==> src/sv/hanms_ram.sv <==
// ---------------------------------------------------------------------------
// hanms_ram
// Generic simple dual-port RAM: one write port, one read port with
// registered read data. A read of the address written at the same edge
// returns the old contents.
// ---------------------------------------------------------------------------
module hanms_ram #(
    parameter int WIDTH = 8,
    parameter int DEPTH = 16
) (
    input  logic                     clk,
    input  logic                     wr_en,
    input  logic [$clog2(DEPTH)-1:0] wr_addr,
    input  logic [WIDTH-1:0]         wr_data,
    input  logic                     rd_en,
    input  logic [$clog2(DEPTH)-1:0] rd_addr,
    output logic [WIDTH-1:0]         rd_data
);

    logic [WIDTH-1:0] mem [DEPTH];

    // write port
    always_ff @(posedge clk)
    begin
        if (wr_en)
        begin
            mem[wr_addr] <= wr_data;
        end
    end

    // registered read port
    always_ff @(posedge clk)
    begin
        if (rd_en)
        begin
            rd_data <= mem[rd_addr];
        end
    end

endmodule
==> config.mk <==
export PLATFORM = sky130hd
export DESIGN_NAME = hanms_ram
export DESIGN_NICKNAME = d
export VERILOG_FILES = /design/src/sv/hanms_ram.sv
export SDC_FILE = /design/constraint.sdc
export NUM_CORES = 1
export LEC_CHECK = 0
export BUFFER_PORTS_ARGS = -buffer_cell sky130_fd_sc_hd__buf_2
export CORE_MARGIN = 4
export CORE_UTILIZATION = 54
export DETAILED_ROUTE_END_ITERATION = 16
export PLACE_DENSITY = 0.75
export SETUP_SLACK_MARGIN = 0.5
export SLEW_MARGIN = 25
export SYNTH_ARGS = -nofsm -noshare
export SYNTH_HDL_FRONTEND = slang
export SYNTH_SLANG_ARGS = --single-unit
export TNS_END_PERCENT = 100
==> constraint.sdc <==
create_clock -name clk -period 1.7 [get_ports clk]
set_input_delay 0.34 -clock clk [delete_from_list [all_inputs] [get_ports clk]]
set_output_delay 0.34 -clock clk [all_outputs]
set_load 0.05 [all_outputs]
==> metrics <==
clock root cell clkbuf_8; die span in y 106 um; Final setup viols 0; Max-slew headroom 38.9%; count leader, synth edfxtp_1; initial antenna violation count 0; Leak 2.07 nW; Worst-path clk slew 60 ps; ant diodes 0; synthesized area 0.00523 mm^2; Area contributors post-synth edfxtp_1 78%, mux4_2 7.8%, mux4_1 7.0%; pin count of the biggest net entering global routing 17; post-synth cell types 18; Core Region 0.00933 mm^2; share of layout cells above drive strength 1 46.1%; CTS max path bufs 2; Most used DFF post-synth edfxtp_1; vias per cell 5.93; final hold vios 0; critical path, cell by cell buf_6; Largest stage delay, worst path 420 ps; final WL 10.7 mm; Bufs and invs on worst path 1; Mapped Nets 248; TritonRoute pass-1 iters 4; sequential share of the synthesized area 78.1%; RSZ-0062 raised after global routing yes; IO Port Bufs 26; CP Max Fanout 1; startpoint type of the worst setup path flop; Final Skew 7.76 ps; Peak supply drop 759 uV; number of synthesized flops with an enable pin 136; setup tns final 0 ps; Synth top area share 78.1%; Clock Latency Late Sink 520 ps; nets 299; Setup CP Type reg2out; Critical Path RT 1360 ps; ys async rst share 0%; Die Wd 106 um; Post-CTS Hold Fix Bufs 0; die area 0.0113 mm^2; CTS tree done; class of the worst hold path in2reg; Placer Congestion 0.724; Cells after Synth 229; number of cell rows 35; drt wl/cell 25.3 um; Power Dens Cells 1240 mW/mm^2; Routed Antenna Nets 0; Achievable Freq 0.684 GHz; Overflow after GRT 0; Tot GR Track Use 21.0%; Final Instance Count excl. Fillers 422; starting density of the core 56.0%; most frequent cells after synthesis 136 x edfxtp_1, 18 x mux4_2, 16 x a22oi_1, 14 x mux4_1, 13 x nor2_1; post-place setup slack -179 ps; vias post-DR 2,502; area grow syn2layout 22.4%; Placed Instances 390; HPWL Detailed 6.44 mm; crit path max-delay cell type edfxtp_1; final slew viol count 0; worst-margin pin slew 913 ps; Crit. End Element output port; # DRC 0; CP arrival 1120 ps; first-pass GRT wire length 16.6 mm; TritonCTS Sinks 136; syn_area_per_cell 22.8 um^2; post-synthesis register bit count 136; fin worst setup slack 237 ps; H-tree depth 4; warnings from Yosys 0; TritonCTS Buffers 17; vias in the first global route 2,612; I/O Pins 27; max-cap viol count 0; status complete, no violations; Final period util 86.1%; area leader, netlist edfxtp_1; DRT iter0 DRCs 231; Final Critical Period 1460 ps; critical path's top delay family flip-flops
-- power by group --
group	switching (mW)	leakage (nW)	total, mW	internal (mW)
clock	1.37	0.279	3.61	2.24
combinational	0.303	0.550	0.501	0.199
sequential	0.0260	1.24	3.81	3.78
total	1.70	2.07	7.92	6.22
-- layout by cell type (no fill, tap or decap), types with 2 or more instances in the layout --
cell type	synthesis	final
nand2b_1	2	2
bufinv_16	0	3
clkinv_4	0	4
a22oi_1	16	3
buf_6	3	8
clkbuf_16	0	16
nor2_4	0	12
mux4_2	18	32
buf_12	0	4
nand3b_1	2	2
nand2_1	9	9
edfxtp_1	136	136
a22oi_2	0	13
clkinvlp_4	0	3
buf_2	3	18
inv_6	0	2
buf_4	1	12
nor3_4	0	4
-- cell families after synthesis --
kind of cell,after synthesis,share of synthesized area [%]
buffers and inverters,10,1.65
and+or+nand+nor,35,3.14
AOI/OAI and AO/OA,16,2.30
DFF,136,78.1
muxes,32,14.8
-- routing by layer --
metal	track usage (%)	up-vias	wire [um]
met5	0	-	0
met3	4.61	13	697
met1	29.1	1310	4420
li1	-	1071	-
met2	33.0	108	5400
met4	8.14	0	177
-- final cells by class --
cell class | count | area (um^2)
Fill cell | 557 | 2930
Clock buffer | 18 | 418
Tap cell | 129 | 161
Clock inverter | 14 | 174
Multi-Input combinational cell | 83 | 1210
Timing Repair Buffer | 42 | 350
Sequential cell | 136 | 4080
-- flip-flops by register name, indices dropped and copies added, names as in the netlist --
| name | flops |
|---|---|
| rd_data | 8 |
| mem | 128 |
-- path summary, 6_finish.rpt --
check	depth (start not counted)	slack [ps]	start	end
setup / recovery	1	240	rd_data[4]$_DFFE_PP_	rd_data[4]
hold / removal	1	180	rd_en	rd_data[2]$_DFFE_PP_
setup reg to reg	3	260	mem[0][3]$_DFFE_PP_	rd_data[3]$_DFFE_PP_
hold reg to reg	3	750	mem[10][4]$_DFFE_PP_	rd_data[4]$_DFFE_PP_
-- metrics by stage --
| stage | hold slack, ps | utilization [%] | area [um^2] | total power [mW] |
|---|---|---|---|---|
| 6_report | 183 | 68.6 | 6400 | 7.92 |
| 4_1_cts | 169 | 68.5 | 6380 | 7.94 |
| 2_1_floorplan | 439 | - | 5360 | 4.15 |
| 5_1_grt | 174 | 68.6 | 6400 | 8.16 |
| 3_5_place_dp | 707 | 61.1 | 5700 | 4.32 |
| 3_3_place_gp | 706 | 61.1 | 5700 | 4.31 |
-- what timing repair did --
action | 4_1_cts | 5_1_grt
resized for setup | 27 | 3
buffers inserted | 0 | 0
endpoints found under the setup margin | 16 | 16
pin swaps | 3 | 1
No activity file was read; power rests on OpenSTA's default activity.
